--- src/sv/touch_key_baseline_scanner_unit_defines.svh ---
// ----------------------------------------------------------------------------
// touch_key_baseline_scanner_unit_defines
// Assertion macros used by the touch key scanner core.
// ----------------------------------------------------------------------------
`ifndef TOUCH_KEY_BASELINE_SCANNER_UNIT_DEFINES_SVH
`define TOUCH_KEY_BASELINE_SCANNER_UNIT_DEFINES_SVH

// Clocked assertion, disabled while reset is low
`define TKBS_ASSERT_CLK(lbl, clk, rst_n, prop, msg) \
    lbl: assert property (@(posedge clk) disable iff (!rst_n) prop) else $error(msg);

// Clocked assertion that also holds through reset
`define TKBS_ASSERT_ALWAYS(lbl, clk, prop, msg) \
    lbl: assert property (@(posedge clk) prop) else $error(msg);

`endif

--- src/sv/tkbs_pkg.sv ---
// ----------------------------------------------------------------------------
// tkbs_pkg
// Types, constants and helpers for the touch key baseline scanner.
// ----------------------------------------------------------------------------
package tkbs_pkg;

    // Field widths
    localparam int SAMPLE_W = 14;
    localparam int THR_W    = 14;
    localparam int CODES_W  = 12;
    localparam int CODE_W   = 3;
    localparam int STATE_W  = 8;
    localparam int ACC_W    = 16;
    localparam int CFG_W    = 14;
    localparam int CFG_IDX_W = 2;

    // Register indexes
    localparam logic [CFG_IDX_W-1:0] CFG_THRESHOLD = 2'd0;
    localparam logic [CFG_IDX_W-1:0] CFG_CODES     = 2'd1;

    // Register reset values (codes 4,3,5,6 from slot zero up)
    localparam logic [THR_W-1:0]   THR_RESET   = 14'd100;
    localparam logic [CODES_W-1:0] CODES_RESET = 12'd3420;
    localparam logic [STATE_W-1:0] STATE_RESET = 8'hFF;

    // Valid touch code range
    localparam logic [CODE_W-1:0] CODE_MIN = 3'd1;
    localparam logic [CODE_W-1:0] CODE_MAX = 3'd6;

    // One result item
    typedef struct packed {
        logic [CODE_W-1:0]  next_code;
        logic [STATE_W-1:0] touch_bits;
        logic               calibrating;
    } t_result;

    // Input code of a slot; slots four and up have no channel
    function automatic logic [CODE_W-1:0] code_of(input logic [2:0] slot,
                                                  input logic [CODES_W-1:0] codes);
        logic [CODE_W-1:0] code;
        case (slot)
            3'd0:    code = codes[2:0];
            3'd1:    code = codes[5:3];
            3'd2:    code = codes[8:6];
            3'd3:    code = codes[11:9];
            default: code = '0;
        endcase
        return code;
    endfunction

endpackage

--- src/sv/tkbs_recip_div.sv ---
// ----------------------------------------------------------------------------
// tkbs_recip_div
// Divides the 16-bit calibration sum by SAMPLES with a reciprocal multiply.
// ----------------------------------------------------------------------------
module tkbs_recip_div #(
    parameter int SAMPLES = 4
) (
    input  logic [tkbs_pkg::ACC_W-1:0]    i_dividend,
    output logic [tkbs_pkg::SAMPLE_W-1:0] o_quotient
);

    // ceil(2^(16+5)/d) is exact for every 16-bit dividend and d up to 32
    localparam int DIV_SHIFT = tkbs_pkg::ACC_W + 5;
    localparam int DIV_MUL_W = DIV_SHIFT + 1;
    localparam int PROD_W    = tkbs_pkg::ACC_W + DIV_MUL_W;
    localparam logic [DIV_MUL_W-1:0] DIV_MUL =
        DIV_MUL_W'(((longint'(1) << DIV_SHIFT) + SAMPLES - 1) / SAMPLES);

    logic [PROD_W-1:0] product;

    assign product    = PROD_W'(i_dividend) * PROD_W'(DIV_MUL);
    // quotient keeps its low 14 bits
    assign o_quotient = product[DIV_SHIFT +: tkbs_pkg::SAMPLE_W];

endmodule

--- src/sv/tkbs_core.sv ---
// ----------------------------------------------------------------------------
// tkbs_core
// Calibration and scan state; computes the update for one sample.
// ----------------------------------------------------------------------------
`include "touch_key_baseline_scanner_unit_defines.svh"

module tkbs_core #(
    parameter int CHANNELS = 4,
    parameter int SAMPLES  = 4
) (
    input  logic                          i_clk,
    input  logic                          i_rst_n,
    input  logic                          i_step,
    input  logic [tkbs_pkg::SAMPLE_W-1:0] i_sample,
    input  logic [tkbs_pkg::THR_W-1:0]    i_threshold,
    input  logic [tkbs_pkg::CODES_W-1:0]  i_codes,
    output tkbs_pkg::t_result             o_result
);

    localparam int SLOT_W = (CHANNELS > 1) ? $clog2(CHANNELS) : 1;
    localparam int CNT_W  = (SAMPLES > 1) ? $clog2(SAMPLES) : 1;
    localparam logic [SLOT_W-1:0] LAST_SLOT = SLOT_W'(CHANNELS - 1);
    localparam logic [CNT_W-1:0]  LAST_CNT  = CNT_W'(SAMPLES - 1);

    logic [tkbs_pkg::SAMPLE_W-1:0] r_baseline [CHANNELS];
    logic [tkbs_pkg::STATE_W-1:0]  r_touch_state, n_touch_state;
    logic [SLOT_W-1:0]             r_slot, n_slot;
    logic [CNT_W-1:0]              r_cnt, n_cnt;
    logic [tkbs_pkg::ACC_W-1:0]    r_acc, n_acc;
    logic                          r_in_cal, n_in_cal;

    logic [tkbs_pkg::ACC_W-1:0]    acc_sum;
    logic [tkbs_pkg::SAMPLE_W-1:0] quotient;
    logic                          base_we;
    logic [tkbs_pkg::CODE_W-1:0]   code;
    logic [tkbs_pkg::CODE_W-1:0]   bit_idx;
    logic                          touched;

    // Sum wraps at 16 bits
    assign acc_sum = r_acc + tkbs_pkg::ACC_W'(i_sample);

    tkbs_recip_div #(
        .SAMPLES (SAMPLES)
    ) u_div (
        .i_dividend (acc_sum),
        .o_quotient (quotient)
    );

    // Threshold compare without wrap
    assign touched = ({1'b0, i_sample} + {1'b0, i_threshold}) < {1'b0, r_baseline[r_slot]};
    assign code    = tkbs_pkg::code_of(3'(r_slot), i_codes);
    assign bit_idx = code - 3'd1;

    // Next state
    always_comb begin
        n_touch_state = r_touch_state;
        n_slot        = r_slot;
        n_cnt         = r_cnt;
        n_acc         = r_acc;
        n_in_cal      = r_in_cal;
        base_we       = 1'b0;
        if (r_in_cal) begin
            if (r_cnt == LAST_CNT) begin
                base_we = 1'b1;
                n_acc   = '0;
                n_cnt   = '0;
                if (r_slot == LAST_SLOT) begin
                    n_in_cal = 1'b0;
                    n_slot   = '0;
                end else begin
                    n_slot = r_slot + 1'b1;
                end
            end else begin
                n_acc = acc_sum;
                n_cnt = r_cnt + 1'b1;
            end
        end else begin
            if (code inside {[tkbs_pkg::CODE_MIN:tkbs_pkg::CODE_MAX]}) begin
                n_touch_state[bit_idx] = ~touched;
            end
            n_slot = (r_slot == LAST_SLOT) ? '0 : r_slot + 1'b1;
        end
    end

    // Result reflects the state after this sample
    assign o_result.next_code   = tkbs_pkg::code_of(3'(n_slot), i_codes);
    assign o_result.touch_bits  = n_touch_state;
    assign o_result.calibrating = n_in_cal;

    // Control state
    always_ff @(posedge i_clk) begin
        if (!i_rst_n) begin
            r_touch_state <= tkbs_pkg::STATE_RESET;
            r_slot        <= '0;
            r_cnt         <= '0;
            r_acc         <= '0;
            r_in_cal      <= 1'b1;
        end else if (i_step) begin
            r_touch_state <= n_touch_state;
            r_slot        <= n_slot;
            r_cnt         <= n_cnt;
            r_acc         <= n_acc;
            r_in_cal      <= n_in_cal;
        end
    end

    // Baselines, written once each during calibration
    always_ff @(posedge i_clk) begin
        if (i_step && base_we) begin
            r_baseline[r_slot] <= quotient;
        end
    end

    // Assertions
    `TKBS_ASSERT_CLK(a_cal_holds_state, i_clk, i_rst_n,
        r_in_cal && i_step |=> r_touch_state == $past(r_touch_state),
        "touch state changed during calibration")
    `TKBS_ASSERT_CLK(a_cal_no_restart, i_clk, i_rst_n,
        !r_in_cal |=> !r_in_cal, "calibration restarted without reset")
    `TKBS_ASSERT_CLK(a_scan_idle_acc, i_clk, i_rst_n,
        !r_in_cal |-> (r_cnt == '0 && r_acc == '0),
        "accumulator not cleared after calibration")
    `TKBS_ASSERT_CLK(a_slot_range, i_clk, i_rst_n,
        r_slot <= LAST_SLOT && r_touch_state[7:6] == 2'b11,
        "slot out of range or upper touch bits cleared")
    `TKBS_ASSERT_ALWAYS(a_reset_state, i_clk,
        !i_rst_n |=> (r_in_cal && r_slot == '0 && r_touch_state == tkbs_pkg::STATE_RESET),
        "state not restored by reset")

endmodule

--- src/sv/touch_key_baseline_scanner_unit.sv ---
// Path: a sample accepted into the input register is processed and its result captured in the
// result register. Throughput: one sample per cycle while the result register is free or drained;
// the state update (accumulate, reciprocal divide, threshold compare) is combinational between them.
// Input stays ready while a result waits, as long as the input register can move on.
// Reset (i_rst_n low, synchronous): both stages empty, registers to defaults,
// touch bits all ones, calibration restarts at slot zero.
// ----------------------------------------------------------------------------
// touch_key_baseline_scanner_unit
// Capacitive touch key scanner with baseline calibration and round-robin scan.
// ----------------------------------------------------------------------------
module touch_key_baseline_scanner_unit #(
    parameter int CHANNELS = 4,
    parameter int SAMPLES  = 4
) (
    input  logic                           i_clk,
    input  logic                           i_rst_n,
    // configuration
    input  logic                           i_cfg_we,
    input  logic [tkbs_pkg::CFG_IDX_W-1:0] i_cfg_index,
    input  logic [tkbs_pkg::CFG_W-1:0]     i_cfg_data,
    // sample channel
    input  logic                           i_in_valid,
    output logic                           o_in_ready,
    input  logic [tkbs_pkg::SAMPLE_W-1:0]  i_sample,
    // result channel
    output logic                           o_out_valid,
    input  logic                           i_out_ready,
    output logic [tkbs_pkg::CODE_W-1:0]    o_next_code,
    output logic [tkbs_pkg::STATE_W-1:0]   o_touch_bits,
    output logic                           o_calibrating
);

    logic [tkbs_pkg::THR_W-1:0]    r_threshold;
    logic [tkbs_pkg::CODES_W-1:0]  r_codes;
    logic                          r_s1_valid;
    logic [tkbs_pkg::SAMPLE_W-1:0] r_s1_sample;
    logic                          r_out_valid;
    tkbs_pkg::t_result             r_out;
    tkbs_pkg::t_result             core_result;
    logic                          advance;

    // Configuration registers
    always_ff @(posedge i_clk) begin
        if (!i_rst_n) begin
            r_threshold <= tkbs_pkg::THR_RESET;
            r_codes     <= tkbs_pkg::CODES_RESET;
        end else if (i_cfg_we) begin
            case (i_cfg_index)
                tkbs_pkg::CFG_THRESHOLD: r_threshold <= i_cfg_data[tkbs_pkg::THR_W-1:0];
                tkbs_pkg::CFG_CODES:     r_codes     <= i_cfg_data[tkbs_pkg::CODES_W-1:0];
                default: ;
            endcase
        end
    end

    // Stage moves when the result register is free or being drained
    assign advance    = r_s1_valid && (!r_out_valid || i_out_ready);
    assign o_in_ready = !r_s1_valid || advance;

    // Input register
    always_ff @(posedge i_clk) begin
        if (!i_rst_n) begin
            r_s1_valid <= 1'b0;
        end else if (o_in_ready) begin
            r_s1_valid <= i_in_valid;
        end
    end

    always_ff @(posedge i_clk) begin
        if (i_in_valid && o_in_ready) begin
            r_s1_sample <= i_sample;
        end
    end

    tkbs_core #(
        .CHANNELS (CHANNELS),
        .SAMPLES  (SAMPLES)
    ) u_core (
        .i_clk       (i_clk),
        .i_rst_n     (i_rst_n),
        .i_step      (advance),
        .i_sample    (r_s1_sample),
        .i_threshold (r_threshold),
        .i_codes     (r_codes),
        .o_result    (core_result)
    );

    // Result register
    always_ff @(posedge i_clk) begin
        if (!i_rst_n) begin
            r_out_valid <= 1'b0;
        end else if (advance) begin
            r_out_valid <= 1'b1;
        end else if (i_out_ready) begin
            r_out_valid <= 1'b0;
        end
    end

    always_ff @(posedge i_clk) begin
        if (advance) begin
            r_out <= core_result;
        end
    end

    assign o_out_valid   = r_out_valid;
    assign o_next_code   = r_out.next_code;
    assign o_touch_bits  = r_out.touch_bits;
    assign o_calibrating = r_out.calibrating;

endmodule
--- config.mk ---
export PLATFORM = sky130hd
export DESIGN_NAME = touch_key_baseline_scanner_unit
export DESIGN_NICKNAME = d
export VERILOG_FILES = /design/src/sv/tkbs_pkg.sv /design/src/sv/tkbs_recip_div.sv /design/src/sv/tkbs_core.sv /design/src/sv/touch_key_baseline_scanner_unit.sv
export VERILOG_INCLUDE_DIRS = /design/src /design/src/sv
export SDC_FILE = /design/constraint.sdc
export NUM_CORES = 1
export LEC_CHECK = 0
export BUFFER_PORTS_ARGS = -buffer_cell sky130_fd_sc_hd__buf_4
export CORE_MARGIN = 2
export CORE_UTILIZATION = 56
export CTS_CLUSTER_SIZE = 14
export DETAILED_ROUTE_END_ITERATION = 6
export PLACE_DENSITY = 0.72
export SLEW_MARGIN = 10
export SYNTH_ARGS = -nofsm -noshare
export SYNTH_HDL_FRONTEND = slang
export SYNTH_SLANG_ARGS = --single-unit
--- constraint.sdc ---
create_clock -name i_clk -period 6.7 [get_ports i_clk]
set_input_delay 0 -clock i_clk [delete_from_list [all_inputs] [get_ports i_clk]]
set_output_delay 0 -clock i_clk [all_outputs]
set_load 0.02 [all_outputs]
==> results.md <==
- TritonCTS built the clock tree.
- The TritonCTS buffer count is 17.
- In this run the tightest slew margin relative to its limit is 0.416.
- met2 is the most crowded layer.
- The floorplan step defined a die boundary enclosing 13600 um^2.
- At the pin with the least slew margin, the transition time is 0.877 ns.
- The total standard cell area after synthesis is 7120 um^2.
- The worst hold path passes through 5 cells.
- The worst vdd rail ir drop is 0.182 mV.
- CTS built an H-tree with a depth of 4.
- Of the total power, the share spent switching nets is 0.266.
- The met3 capacity usage during global routing is 0.0587.
- The width of the die is 117 um.
- The worst hold path terminates at r_threshold[3].
- The count of pins over their slew limit is 0.
- The worst path required time is 6.84 ns.
- The count of filler cells inserted in the layout is 944.
- The number of antenna violations at the first check in global routing is 0.
- The peak fanout along the critical path is 16.
- For the final database, setup skew stands at 0.0133 ns.
- In this run the most critical hold path is launched from i_cfg_index[1].
- The worst reg-to-reg setup slack is 2.32 ns.
- At the end of routability-driven placement, the weighted congestion stood at 0.956.
- The type of destination of the critical path is a flop.
- Setup repair after global routing left no endpoint under its margin.
- The vertical die dimension is 117 um.
- The number of endpoints with negative hold slack in the final report was 0.
- The post-CTS resize count is 0.
- The detail-routed net length per standard cell is 18.9 um.
- For this design, the slowest cell found on the critical path is a21oi_2.
- For this design the top-level I/O count stands at 49.
- The clock latency on the worst-skew pair is 0.44 ns.
- The number of placed instances, taps included is 824.
- The tightest min-delay check is of the in2reg type.
- The number of enable-type register cells in the synthesized netlist is 82.
- For the worst setup path, the data arrival time is 4.52 ns.
- For met1 alone, demand over resource in global routing was 0.341.
- The number of nets in the layout is 796.
- Setup violations remaining at the end of the flow were counted as 0.
- Derived from the worst setup path, the maximum achievable clock frequency is 0.228 GHz.
- The global-route track usage on met2 is 0.433.
- The pin count of the biggest net entering global routing is 41.
- The share of total power dissipated in combinational logic is 0.168.
- In the layout the commonest cells are edfxtp_1 (82), nand2_1 (67), dfxtp_1 (59), buf_4 (52).
- Of the synthesized area, sequential elements account for 0.512.
- Detailed placement ended at an HPWL of 11600 um.
- The initial utilization of the core area, before any placement, comes to 0.569.
- The overall fraction of global-route tracks in use is 0.265.
- Of the cells placed in the final design, the portion with a size suffix greater than 1 is 0.163.
- In this run the number of cells on the critical path is 15.
- The power spent charging and discharging nets is 0.000602 W.
- The violation count after the first detailed-routing iteration is 456.
- The total overflow left after global routing is 0.
- The critical path contains buffers and inverters numbering 0 combined.
- The most frequent standard cell in the layout excluding fill and tap cells is edfxtp_1.
- In this run the core area contains 41 standard-cell rows.
- The total negative setup slack is 0 ns.
- The launching point of the worst reg2reg path is r_s1_sample[0].
- The share of synthesized registers carrying an async set or reset is 0.
- The count of placed standard cells in the final layout, fillers left out is 894.
- The number of global-route vias before repair is 5177.
- The netlist uses 70 different library cells.
- After synthesis the netlist holds a flip-flop and latch count of 141.
- The clock-pin transition on the worst setup and hold timing paths is 0.06 ns.
- The count of nets left with antenna violations once routing finished came out at 0.
- The wire length after detailed routing is 16900 um.
- The cell depth of the worst flop-to-flop path is 15.
- Using the TritonRoute via totals, the vias-per-cell ratio works out to 5.99.
- In the synthesized netlist, the number of instances is 624.
- Counting every sink on the clock net gives 141.
- The core region is 12500 um^2.
- The first-pass iteration count of the detailed router is 5.
- The clock network fraction of design power is 0.394.
- Dividing total power by cell area gives a power density of 264 nW/um^2.
- The worst register-to-register path ends at o_touch_bits[5].
- The first-pass GRT wire length is 26600 um.
- The average instance in the mapped netlist occupies 11.4 um^2.
- The tree is rooted in a clkbuf_16.
- Subtracting the final worst setup slack from the clock period gives 4.38 ns.
- The total leakage power is 3.36 nW.
- Counting every net in the synthesized netlist gives 711.
- The cell family contributing the most delay on the critical path is compound AO/OA/AOI/OAI gates.
- In this run the tool buffered the top-level ports with 48 buffer cells.
- The main flop type after synthesis is edfxtp_1.
- The start-to-end type of the worst setup path is reg2reg.
- The post-detailed-route DRC marker count is 0.
- The critical path goes through ha_1, fa_1, a211oi_1, o21ai_1, a41oi_1, o21bai_1, a21oi_1, xnor2_1, ha_1, a21oi_1, nor2b_1, a2111oi_0, o21ai_1, a21oi_2, a31oi_1.
- The number of max-capacitance violations reported is 0.
- The repair_antennas step left the layout with diodes totalling 0.
- The internal power consumption is 0.00166 W.
- The flow ran to the end, and the final reports show no timing, DRC or antenna violations.
- Of the total power, registers draw 0.438.
- Compared with the post-synthesis result, the final layout area differs by 20.1%.
- The critical path's largest stage delay is 0.52 ns.
- The count of warnings emitted by yosys is 0.
- The maximum clock path buffer count is 2.
- The post-route clock period utilization is 0.654.
- Across all layers, the routed design uses 5358 vias.
- The kind of start point of the critical path is a flop.
==> logic make-up (layout without fill, tap and decap cells) <==
| logic type | after synthesis | after routing | share of synthesized area |
|---|---|---|---|
| buf+inv | 53 | 151 | 0.0306 |
| simple gates | 167 | 167 | 0.113 |
| mux | 22 | 22 | 0.0613 |
| xor+xnor | 25 | 25 | 0.0329 |
| fa+ha+maj | 52 | 52 | 0.0935 |
| flops | 141 | 141 | 0.512 |
| compound gates | 164 | 164 | 0.158 |
==> power groups by stage <==
stage | Sequential, W | Clock [W] | Combinational [W]
6_report | 0.000989 | 0.000890 | 0.000380
5_1_grt | 0.000992 | 0.000932 | 0.000419
4_1_cts | 0.000989 | 0.000896 | 0.000376
3_5_place_dp | 0.00101 | 0 | 0.000354
3_3_place_gp | 0.00101 | 0 | 0.000341
2_1_floorplan | 0.000998 | 0 | 0.000263
==> worst min-delay path: stages <==
cell	delay, ns
buf_4	0.09
nor3b_1	0.04
buf_4	0.18
nand2_1	0.07
a21oi_1	0.05
==> cells in the mapped netlist, types with 4 or more instances <==
cell type,number,area [um^2]
a22oi_1,9,67.6
a211oi_1,9,67.6
inv_1,27,101
a41o_1,4,40.0
mux4_2,17,383
o21ai_1,5,25.0
clkbuf_1,17,63.8
xnor2_1,15,131
o21a_1,4,30.0
nand4_1,5,31.3
a21o_1,17,128
o21bai_1,7,52.6
and2_1,6,37.5
nand3_1,14,70.1
edfxtp_1,82,2460
a41oi_1,4,35.0
o21ai_0,12,60.1
a21oi_1,50,250
nor2_1,36,135
mux2i_1,4,40.0
a31oi_1,10,62.6
nor3_1,13,65.1
nand2_1,67,251
dfxtp_1,59,1180
ha_1,50,626
nand3b_1,4,30.0
xor2_1,8,70.1
==> routing by layer <==
layer | share of wire | up-vias
li1 | - | 2522
met5 | 0 | -
met2 | 0.49 | 198
met1 | 0.43 | 2606
met3 | 0.058 | 32
met4 | 0.026 | 0
==> per-stage QoR <==
stage                     utilization  total power [W]  hold slack [ns]  instance area [um^2]  setup WS [ns]
after global placement          0.609          0.00135            0.179                  7620           2.50
after detailed placement        0.609          0.00136            0.179                  7620           2.35
final                           0.683          0.00226           0.0492                  8550           2.32
after floorplan                     -          0.00126           0.0989                  7120           2.99
after global routing            0.683          0.00234           0.0862                  8550           2.04
after CTS                       0.683          0.00226           0.0414                  8550           2.37
==> state kept, by name, summed over array words and instances (netlist names), 2 cells and up, named ones only <==
signal / cells
r_codes: 12
u_core.r_baseline: 56
u_core.r_acc: 16
r_s1_sample: 14
u_core.r_cnt: 2
r_threshold: 14
u_core.r_slot: 2
o_next_code: 3
o_touch_bits: 8
u_core.r_touch_state: 8
==> repair_timing <==
item                      4_1_cts  5_1_grt
hold buffers                   38        0
buffers inserted                0        0
hold endpoints to repair       45        0
==> final cells by class <==
class | instances | area [um^2] | share of cell area
sequential | 141 | 3640 | 0.426
multi-input combinational | 430 | 3260 | 0.381
timing repair buffer | 90 | 771 | 0.0901
clock buffer | 17 | 425 | 0.0497
tap | 172 | 215 | 0.0252
clock inverter | 15 | 129 | 0.0151
inverter | 29 | 109 | 0.0127
==> how the worst max path moves through the flow <==
stage                   startpoint  slack (ns)              end
floorplan           r_s1_sample[0]        2.99  o_touch_bits[5]
global placement    r_s1_sample[0]        2.50  o_touch_bits[1]
detailed placement  r_s1_sample[0]        2.35  o_touch_bits[5]
CTS                 r_s1_sample[0]        2.37  o_touch_bits[5]
global route        r_s1_sample[0]        2.04  o_touch_bits[5]
finish              r_s1_sample[0]        2.32  o_touch_bits[5]
Power figures use the tool's default switching activity.
